===== config.mk =====
export PLATFORM = sky130hd
export DESIGN_NAME = lsst_ctrl
export DESIGN_NICKNAME = d
export VERILOG_FILES = /design/src/sv/lsst_pkg.sv /design/src/sv/lsst_ctrl.sv
export SDC_FILE = /design/constraint.sdc
export NUM_CORES = 1
export LEC_CHECK = 0
export BUFFER_PORTS_ARGS = -buffer_cell sky130_fd_sc_hd__buf_2
export CORE_MARGIN = 3
export CORE_UTILIZATION = 62
export CTS_CLUSTER_DIAMETER = 50
export DETAILED_ROUTE_END_ITERATION = 10
export GPL_ROUTABILITY_DRIVEN = 1
export PLACE_DENSITY_LB_ADDON = 0.08
export SLEW_MARGIN = 20
export SYNTH_ARGS = -nofsm -noshare
export SYNTH_HDL_FRONTEND = slang
export SYNTH_SLANG_ARGS = --single-unit

===== constraint.sdc =====
create_clock -name clk -period 8.9 [get_ports clk]
set_input_delay 1.335 -clock clk [delete_from_list [all_inputs] [get_ports clk]]
set_output_delay 1.335 -clock clk [all_outputs]
set_load 0.02 [all_outputs]

===== src/sv/lsst_pkg.sv =====
// Shared constants, codes and types of the level-segmented sorted table.
`default_nettype none
package lsst_pkg;

	// sizing
	localparam int unsigned CAPACITY   = 4096;
	localparam int unsigned MAX_LEVELS = 16;
	localparam int unsigned KEY_BITS   = 32;

	localparam int unsigned IDX_W  = $clog2(CAPACITY);
	localparam int unsigned CNT_W  = IDX_W + 1;
	localparam int unsigned LVL_W  = (MAX_LEVELS > 1) ? $clog2(MAX_LEVELS) : 1;
	localparam int unsigned BIDX_W = $clog2(MAX_LEVELS + 1);
	localparam int unsigned TOP_MAX = MAX_LEVELS - 1;

	// port field widths
	localparam int unsigned OP_W     = 2;
	localparam int unsigned LEVEL_W  = 4;
	localparam int unsigned KEY_W    = 32;
	localparam int unsigned SLOT_W   = 12;
	localparam int unsigned STATUS_W = 2;
	localparam int unsigned POS_W    = 12;
	localparam int unsigned CFG_W    = 4;

	localparam int unsigned S_DATA_W = 48;
	localparam int unsigned M_DATA_W = 24;

	localparam logic [CFG_W-1:0] TOP_RESET = 4'd15;

	// operation codes
	localparam logic [OP_W-1:0] OP_INSERT = 2'd0;
	localparam logic [OP_W-1:0] OP_DELETE = 2'd1;
	localparam logic [OP_W-1:0] OP_FIND   = 2'd2;
	localparam logic [OP_W-1:0] OP_NONE   = 2'd3;

	// status codes
	localparam logic [STATUS_W-1:0] ST_DONE      = 2'd0;
	localparam logic [STATUS_W-1:0] ST_NOT_FOUND = 2'd1;
	localparam logic [STATUS_W-1:0] ST_FULL      = 2'd2;
	localparam logic [STATUS_W-1:0] ST_BAD_LEVEL = 2'd3;

	typedef struct packed {
		logic [KEY_BITS-1:0] key;
		logic [SLOT_W-1:0]   slot;
	} entry_t;

	typedef struct packed {
		logic             re;
		logic [IDX_W-1:0] raddr;
		logic             we;
		logic [IDX_W-1:0] waddr;
		entry_t           wdata;
	} mem_req_t;

	typedef struct packed {
		logic              inc;
		logic              dec;
		logic [LVL_W-1:0]  lvl;
		logic [LVL_W-1:0]  top;
		logic [BIDX_W-1:0] ridx;
	} bnd_cmd_t;

	typedef struct packed {
		logic [STATUS_W-1:0] status;
		logic [SLOT_W-1:0]   slot_out;
		logic [POS_W-1:0]    position;
	} result_t;

endpackage
`default_nettype wire


===== src/sv/lsst_ctrl.sv =====
// Operation sequencer: boundary fetch, segment scan, entry shift, insert write, result.
`default_nettype none
module lsst_ctrl (
	input  wire logic                          clk,
	input  wire logic                          arst_n,
	input  wire logic                          in_valid,
	output logic                               in_ready,
	input  wire logic [lsst_pkg::OP_W-1:0]     operation,
	input  wire logic [lsst_pkg::LEVEL_W-1:0]  level,
	input  wire logic [lsst_pkg::KEY_W-1:0]    key,
	input  wire logic [lsst_pkg::SLOT_W-1:0]   slot,
	input  wire logic [lsst_pkg::LVL_W-1:0]    top_eff,
	input  wire lsst_pkg::entry_t              mem_rdata,
	output lsst_pkg::mem_req_t                 mem_req,
	input  wire logic [lsst_pkg::CNT_W-1:0]    bnd_rdata,
	output lsst_pkg::bnd_cmd_t                 bnd_cmd,
	output logic                               res_valid,
	input  wire logic                          res_ready,
	output lsst_pkg::result_t                  res
);
	import lsst_pkg::*;

	typedef enum logic [2:0] {
		IDLE, RD_TOT, RD_END, RD_START, SCAN, SHIFT, PUT, FIN
	} state_t;

	state_t              state_q;
	logic [OP_W-1:0]     op_q;
	logic [LVL_W-1:0]    lvl_q;
	logic [LVL_W-1:0]    top_q;
	logic [KEY_BITS-1:0] key_q;
	logic [SLOT_W-1:0]   slot_q;
	logic [CNT_W-1:0]    total_q;
	logic [CNT_W-1:0]    e_q;
	logic [CNT_W-1:0]    a_q;
	logic                v_s1;
	logic [CNT_W-1:0]    idx_s1;
	logic [CNT_W-1:0]    i_q;
	logic [CNT_W-1:0]    n_q;
	logic [CNT_W-1:0]    r_q;
	logic                up_q;
	logic                wv_s1;
	logic [IDX_W-1:0]    waddr_s1;
	logic                inc_q;
	logic                dec_q;
	logic [STATUS_W-1:0] status_q;
	logic [SLOT_W-1:0]   slot_out_q;

	logic             issue;
	logic             hit;
	logic [CNT_W-1:0] pos;
	logic [CNT_W-1:0] s_clamp;
	logic [CNT_W-1:0] r_inc;
	logic [CNT_W-1:0] r_dec;

	assign issue   = (a_q < e_q);
	assign hit     = v_s1 && ((op_q == OP_INSERT) ? (key_q > mem_rdata.key)
	                                               : (key_q == mem_rdata.key));
	assign pos     = hit ? idx_s1 : e_q;
	assign s_clamp = (bnd_rdata > e_q) ? e_q : bnd_rdata;
	assign r_inc   = r_q + CNT_W'(1);
	assign r_dec   = r_q - CNT_W'(1);

	assign in_ready  = (state_q == IDLE);
	assign res_valid = (state_q == FIN);
	assign res.status   = status_q;
	assign res.slot_out = slot_out_q;
	assign res.position = POS_W'(i_q);

	always_comb begin
		mem_req       = '0;
		bnd_cmd.lvl   = lvl_q;
		bnd_cmd.top   = top_q;
		bnd_cmd.inc   = 1'b0;
		bnd_cmd.dec   = 1'b0;
		bnd_cmd.ridx  = BIDX_W'(lvl_q);
		case (state_q)
			RD_TOT: bnd_cmd.ridx = BIDX_W'(top_q) + BIDX_W'(1);
			RD_END: bnd_cmd.ridx = BIDX_W'(lvl_q) + BIDX_W'(1);
			SCAN: begin
				mem_req.re    = issue;
				mem_req.raddr = a_q[IDX_W-1:0];
			end
			SHIFT: begin
				mem_req.re    = (n_q != '0);
				mem_req.raddr = r_q[IDX_W-1:0];
				mem_req.we    = wv_s1;
				mem_req.waddr = waddr_s1;
				mem_req.wdata = mem_rdata;
			end
			PUT: begin
				mem_req.we         = 1'b1;
				mem_req.waddr      = i_q[IDX_W-1:0];
				mem_req.wdata.key  = key_q;
				mem_req.wdata.slot = slot_q;
			end
			FIN: begin
				bnd_cmd.inc = inc_q && res_ready;
				bnd_cmd.dec = dec_q && res_ready;
			end
			default: ;
		endcase
	end

	always_ff @(posedge clk or negedge arst_n) begin
		if (!arst_n) begin
			state_q    <= IDLE;
			v_s1       <= 1'b0;
			wv_s1      <= 1'b0;
			inc_q      <= 1'b0;
			dec_q      <= 1'b0;
			op_q       <= OP_NONE;
			lvl_q      <= '0;
			top_q      <= '0;
			key_q      <= '0;
			slot_q     <= '0;
			total_q    <= '0;
			e_q        <= '0;
			a_q        <= '0;
			idx_s1     <= '0;
			i_q        <= '0;
			n_q        <= '0;
			r_q        <= '0;
			up_q       <= 1'b0;
			waddr_s1   <= '0;
			status_q   <= ST_DONE;
			slot_out_q <= '0;
		end else begin
			case (state_q)
				IDLE: begin
					if (in_valid) begin
						op_q       <= operation;
						lvl_q      <= LVL_W'(level);
						top_q      <= top_eff;
						key_q      <= KEY_BITS'(key);
						slot_q     <= slot;
						inc_q      <= 1'b0;
						dec_q      <= 1'b0;
						status_q   <= ST_DONE;
						slot_out_q <= '0;
						i_q        <= '0;
						if (operation == OP_NONE) begin
							state_q <= FIN;
						end else if (int'(level) > int'(top_eff)) begin
							status_q <= ST_BAD_LEVEL;
							state_q  <= FIN;
						end else begin
							state_q <= RD_TOT;
						end
					end
				end
				RD_TOT: begin
					total_q <= (bnd_rdata > CNT_W'(CAPACITY)) ? CNT_W'(CAPACITY) : bnd_rdata;
					state_q <= RD_END;
				end
				RD_END: begin
					e_q     <= (bnd_rdata > total_q) ? total_q : bnd_rdata;
					state_q <= RD_START;
				end
				RD_START: begin
					a_q  <= s_clamp;
					v_s1 <= 1'b0;
					if (op_q == OP_INSERT && total_q >= CNT_W'(CAPACITY)) begin
						status_q <= ST_FULL;
						state_q  <= FIN;
					end else begin
						state_q <= SCAN;
					end
				end
				SCAN: begin
					if (issue) begin
						a_q    <= a_q + CNT_W'(1);
						idx_s1 <= a_q;
						v_s1   <= 1'b1;
					end else begin
						v_s1 <= 1'b0;
					end
					if (hit || !issue) begin
						v_s1  <= 1'b0;
						wv_s1 <= 1'b0;
						if (op_q == OP_INSERT) begin
							// open a hole at pos by moving [pos, total) up one
							i_q     <= pos;
							n_q     <= total_q - pos;
							r_q     <= total_q - CNT_W'(1);
							up_q    <= 1'b1;
							inc_q   <= 1'b1;
							state_q <= SHIFT;
						end else if (!hit) begin
							status_q <= ST_NOT_FOUND;
							state_q  <= FIN;
						end else if (op_q == OP_FIND) begin
							i_q        <= idx_s1;
							slot_out_q <= mem_rdata.slot;
							state_q    <= FIN;
						end else begin
							// close the gap: move (pos, total) down one
							i_q     <= idx_s1;
							n_q     <= total_q - idx_s1 - CNT_W'(1);
							r_q     <= idx_s1 + CNT_W'(1);
							up_q    <= 1'b0;
							dec_q   <= 1'b1;
							state_q <= SHIFT;
						end
					end
				end
				SHIFT: begin
					if (n_q != '0) begin
						n_q      <= n_q - CNT_W'(1);
						r_q      <= up_q ? r_dec : r_inc;
						waddr_s1 <= up_q ? r_inc[IDX_W-1:0] : r_dec[IDX_W-1:0];
						wv_s1    <= 1'b1;
					end else begin
						wv_s1 <= 1'b0;
						if (!wv_s1) begin
							state_q <= up_q ? PUT : FIN;
						end
					end
				end
				PUT: begin
					state_q <= FIN;
				end
				FIN: begin
					if (res_ready) begin
						inc_q   <= 1'b0;
						dec_q   <= 1'b0;
						state_q <= IDLE;
					end
				end
				default: state_q <= IDLE;
			endcase
		end
	end

endmodule
`default_nettype wire


After elaboration in Yosys (flattened, before gate mapping)
Cells that the tools add are included.
{"block": "classes", "addsub": 11, "magnitude_cmp": 7, "n_eq_ne": 27, "n_mux": 76, "n_reduce_logical": 28}
{"cell": "$mux W13", "n": 16}
{"cell": "$mux W12", "n": 10}
{"cell": "$pmux W57 S2", "n": 1}
{"cell": "$pmux W13 S2", "n": 4}
{"cell": "$sub A13 B1 Y13 const B", "n": 4}
{"cell": "$pmux W12 S2", "n": 2}
{"cell": "$add A13 B1 Y13 const B", "n": 3}
{"cell": "$eq A32 B32 Y1", "n": 1}
{"cell": "$gt A32 B32 Y1", "n": 1}
{"cell": "$ne A2 B2 Y1 const B", "n": 14}
{"cell": "$gt A13 B13 Y1", "n": 2}
{"cell": "$sub A13 B13 Y13", "n": 2}
{"cell": "$mux W2", "n": 12}
{"cell": "$pmux W3 S8", "n": 1}
{"cell": "$mux W3", "n": 7}
{"cell": "$mux W1", "n": 17}
{"cell": "$reduce_and A5 Y1", "n": 3}
{"cell": "$ge A13 B13 Y1 const B", "n": 1}
{"cell": "$gt A13 B13 Y1 const B", "n": 1}
{"cell": "$lt A13 B13 Y1", "n": 1}
{"cell": "$reduce_bool A13 Y1", "n": 1}
{"cell": "$eq A3 B3 Y1 const B", "n": 4}
{"cell": "$reduce_and A6 Y1", "n": 2}
{"cell": "$add A4 B1 Y5 const B", "n": 2}
{"cell": "20 further kinds", "n": 37}
{"block": "totals", "ff_bits": 178, "input_bits": 115, "output_inout_bits": 113, "wordCells": 170}

Logic depth before layout (Yosys ltp)
{"block": "logic_depth", "ltp_word": 8, "mapped_depth": 23, "mapped_depth_nobuf": 21}

Least setup slack after synthesis
OpenSTA, ideal clock, no wires.
{"block": "synth_path", "kind": "input -> register", "from": "input port mem_rdata[21] (netlist name)", "to": "register n_q[12]", "setup_time_ns": 0.131, "arrival_ns": 5.619, "t_required_ns": 8.769, "slack_ns": 3.149, "stages": 23, "n_path_buf": 2, "cell_sequence": "inv_1 ha_1 a21o_1 nand3_1 a21oi_1 o41ai_1 a31o_2 buf_2 buf_1 nand2_1 o21ai_0 ha_1 inv_1 fa_1 a211o_1 a2111oi_0 o31a_1 nand3b_1 nand2_1 xnor2_1 nor2_1 nor4_1 a21oi_1"}
{"block": "synth_via", "elab_chain_len": 8, "word_cells_on_any_way": 13, "cone_classes": "add/sub: 1; order compare: 1; eq/ne: 3; mux: 5; reduce/logical: 3"}
{"element": "start, declared", "line_no": "lsst_ctrl.sv:13", "source": "input wire lsst_pkg::entry_t mem_rdata,"}
{"element": "$gt A32 B32 Y1 or $eq A32 B32 Y1 (tied branches)", "line_no": "lsst_ctrl.sv:57, lsst_ctrl.sv:58"}
{"element": "$mux W1 (*)", "line_no": "lsst_ctrl.sv:57", "source": "assign hit = v_s1 && ((op_q == OP_INSERT) ? (key_q > mem_rdata.key)"}
{"element": "$logic_and A1 B1 Y1 (*)", "line_no": "lsst_ctrl.sv:57"}
{"element": "$mux W13", "line_no": "lsst_ctrl.sv:59", "source": "assign pos = hit ? idx_s1 : e_q;"}
{"element": "$sub A13 B13 Y13", "line_no": "lsst_ctrl.sv:184", "source": "n_q <= total_q - pos;"}
{"element": "$mux W13", "line_no": "lsst_ctrl.sv:181", "source": "if (op_q == OP_INSERT) begin"}
{"element": "$mux W13", "line_no": "lsst_ctrl.sv:178", "source": "if (hit || !issue) begin"}
{"element": "$pmux W13 S2", "line_no": "lsst_ctrl.sv:129", "source": "case (state_q)"}
{"element": "end signal, assigned", "line_no": "lsst_ctrl.sv:184"}
{"element": "end signal, assigned", "line_no": "lsst_ctrl.sv:199", "source": "n_q <= total_q - idx_s1 - CNT_W'(1);"}
{"element": "end signal, assigned", "line_no": "lsst_ctrl.sv:209", "source": "n_q <= n_q - CNT_W'(1);"}
{"element": "end, declared", "line_no": "lsst_ctrl.sv:39", "source": "logic [CNT_W-1:0] n_q;"}
Every way passes the cells marked *; elsewhere a longest branch is shown, timed or not. The select of a mux whose other input is x is not followed.
A chain may end at the register's enable or synchronous reset.

Final worst setup path
Ends and elaborated chain as after synthesis.

==> results_dict.tcl <==
set metrics [dict create \
    post-place-ws_ns 2.409 \
    drcViolationCount 0 \
    critPathKind "input port to register" \
    fill_cells 1602 \
    ys_types 69 \
    worstPathArrival_ns 6.48 \
    cts.repair.resized 0 \
    powerDensity_nw_per_um2 352.2 \
    antenna_found_initial 0 \
    ioPinCount 228 \
    rsz0062_at_grt "no" \
    ys_seq_elements 177 \
    crit_required_ns 9.21 \
    cap_violations 0 \
    drt_iter0_markers 1209 \
    p_leak_nw 7.247 \
    skew_ns 0.01169 \
    tns_ns 0 \
    synth_top_family_by_area "compound AO/OA/AOI/OAI gates" \
    fp.coreArea_um2 20360 \
    vdd.ir_drop.worst_uv 219.8 \
    routed_wl_mm 39.48 \
    critical_path.max_stage_delay_ns 0.74 \
    cts_sinks 177 \
    syn_area_um2 12950 \
    drtAntennaViolNets 0 \
    timing.hold.ws_ns 0.4825 \
    gp_routability_congestion 1.006 \
    synthToLayoutAreaGrowth_pct 14.44 \
    synth_compound_area_frac 0.2249 \
    slew_violations 0 \
    cts_buffers 17 \
    numPortBuffers 227 \
    crit_chain "buf_2 > inv_1 > ha_1 > a21o_1 > nand3_1 > a21oi_1 > o41ai_1 > a31o_2 > nand2_1 > o21ai_0 > ha_1 > inv_1 > fa_1 > a211o_1 > a2111oi_0 > o31a_1 > nand3b_1 > nand2_1 > xnor2_1 > nor2_1 > nor4_1 > a21oi_1" \
    grt_pass1_wl_mm 61.52 \
    holdBufCountCts 0 \
    synth_area_leaders "dfrtp_1 (34%), ha_1 (10%), o21ai_0 (6.0%)" \
    yosys_warnings 0 \
    htree_levels 4 \
    synthTopCellsByCount "dfrtp_1 (175), nand2_1 (165), o21ai_0 (156)" \
    synthAdderAreaFrac 0.1045 \
    syn-num-nets 1763 \
    drtPass1Iterations 5 \
    synth_top_cell_by_area "dfrtp_1" \
    ys.flop_type "dfrtp_1" \
    fin_crit_sh 0.6928 \
    die_area_um2 22660 \
    setup_viol_count_final 0 \
    vias_per_cell 6.304 \
    synth_area_per_cell_um2 8.404 \
    timing.fmax_mhz 162.2 \
    final_area_um2 14820 \
    tritoncts "yes" \
    end_kind "register" \
    grt_pass1_vias 11860 \
    grt_max_degree 106 \
    place_area_um2 14200 \
    tightest_slew_ns 1.003 \
    cp_max_fo 32 \
    ys_async_sr_fraction 1.000 \
    dp_hpwl_mm 29.92 \
    overflow 0 \
    synth_top_area_share 0.3381 \
    wire_per_inst_um 19.76 \
    synth-simple-area-share 0.1546 \
    worstSkewPairLatency_ns 0.44 \
    fp.dieW_um 150.5 \
    outcome "finished clean" \
    muxShareOfSynthArea 0.07825 \
    cts_root_buf "clkbuf_16" \
    start_kind "input port" \
    ys_seq_area_frac 0.3422 \
    synth_xor_area_frac 0.03584 \
    finalHoldViolations 0 \
    yosysMostFrequentCell "dfrtp_1" \
    relSlewSlack 0.3316 \
    synthCells 1541 \
    vias 12600 \
    synth_edf_count 0 \
    post-cts-setup-buffers 0 \
    fin_ws_ns 2.734 \
    drive_above_1_share 0.2124 \
    post-route-min-period_ns 6.166 \
    grt.total_usage 0.3433 \
    start_util 0.6360 \
    cpMaxStageDelayCell "o41ai_1" \
    cts_buffer_depth 2 \
    die_y_um 150.5 \
    clk_pin_slew_ns 0.07 \
    rows 52 \
    diodes 0 \
    r2r_slack_ns 3.33 \
    fin_nets 1937 \
    worstHoldPathType "register to register" \
]
[sequential cells by signal, summed over array words and instances (netlist names), 12 cells and up]
register,cells
slot_out_q,12
r_q,12
i_q,12
e_q,13
waddr_s1,12
total_q,13
a_q,13
idx_s1,13
key_q,32
slot_q,12
n_q,13
[final cells by class]
type                    instances  area (um2)  share of cell area
multi-input cells            1165        7756              0.5233
flip-flops and latches        177        4432              0.2990
repair buffers                241        1247             0.08416
clock buffers                  17       425.4             0.02870
inverters                     113       424.2             0.02862
well taps                     270       337.8             0.02279
clock inverters                15       198.9             0.01342
[where the power goes]
part	switching (mW)	internal (mW)
Sequential	0.438	1.14
Combinational	1.68	1.16
Clock	0.353	0.451
Total	2.47	2.75
[placed cells by master, fill, tap and decap left out, types with 17 or more instances in the layout]
cell type and instances:
nor2_1 97, nor3_1 30, o22ai_1 18, a21oi_1 132
ha_1 105, mux2_2 66, mux2i_1 27, nand4_1 18
xnor2_1 41, a31oi_1 25, dfrtp_1 175, clkbuf_16 17
a22o_1 37, buf_2 226, nand2_1 165, nand3_1 48
o21ai_0 156, inv_1 112
[critical path: cells and delay by family]
family          cells  cell delay [ns]
compound gates      9             3.13
fa+ha+maj           3             0.90
simple gates        6             0.76
buf+inv             3             0.16
xor+xnor            1             0.16
[worst paths after layout]
| check | start | to | cells past startpoint |
|---|---|---|---|
| max reg2reg | key_q[5] | n_q[12] | 20 |
| min reg2reg | waddr_s1[5] | waddr_s1[5] | 2 |
| min in group asynchronous | arst_n | waddr_s1[9] | 1 |
| max | mem_rdata[21] | n_q[12] | 22 |
| max in group asynchronous | arst_n | dec_q | 2 |
| min | waddr_s1[5] | waddr_s1[5] | 2 |
[layer usage]
metal	global-route usage	part of all wire	up-vias
li1	-	-	5877
met1	0.4590	0.40	6002
met2	0.5575	0.48	615
met3	0.07345	0.092	101
met4	0.1125	0.029	0
met5	0	0	-
[cells by family (layout without fill, tap and decap cells)]
family,count (synthesis),after routing
AO/OA/AOI/OAI,477,477
AND/OR/NAND/NOR,435,435
buffers and inverters,199,386
flip-flops,177,177
adder cells (fa/ha/maj),107,107
multiplexers,93,93
XOR/XNOR,53,53
[stage by stage]
step           instances  utilization  total power, mW
6_report            1998       0.7278            5.220
5_1_grt             1998       0.7278            5.594
4_1_cts             1998       0.7278            5.160
3_5_place_dp        1966       0.6971            4.335
3_3_place_gp        1966       0.6971            4.244
2_1_floorplan       1541            -            3.496
Power figures use the tool's default switching activity.
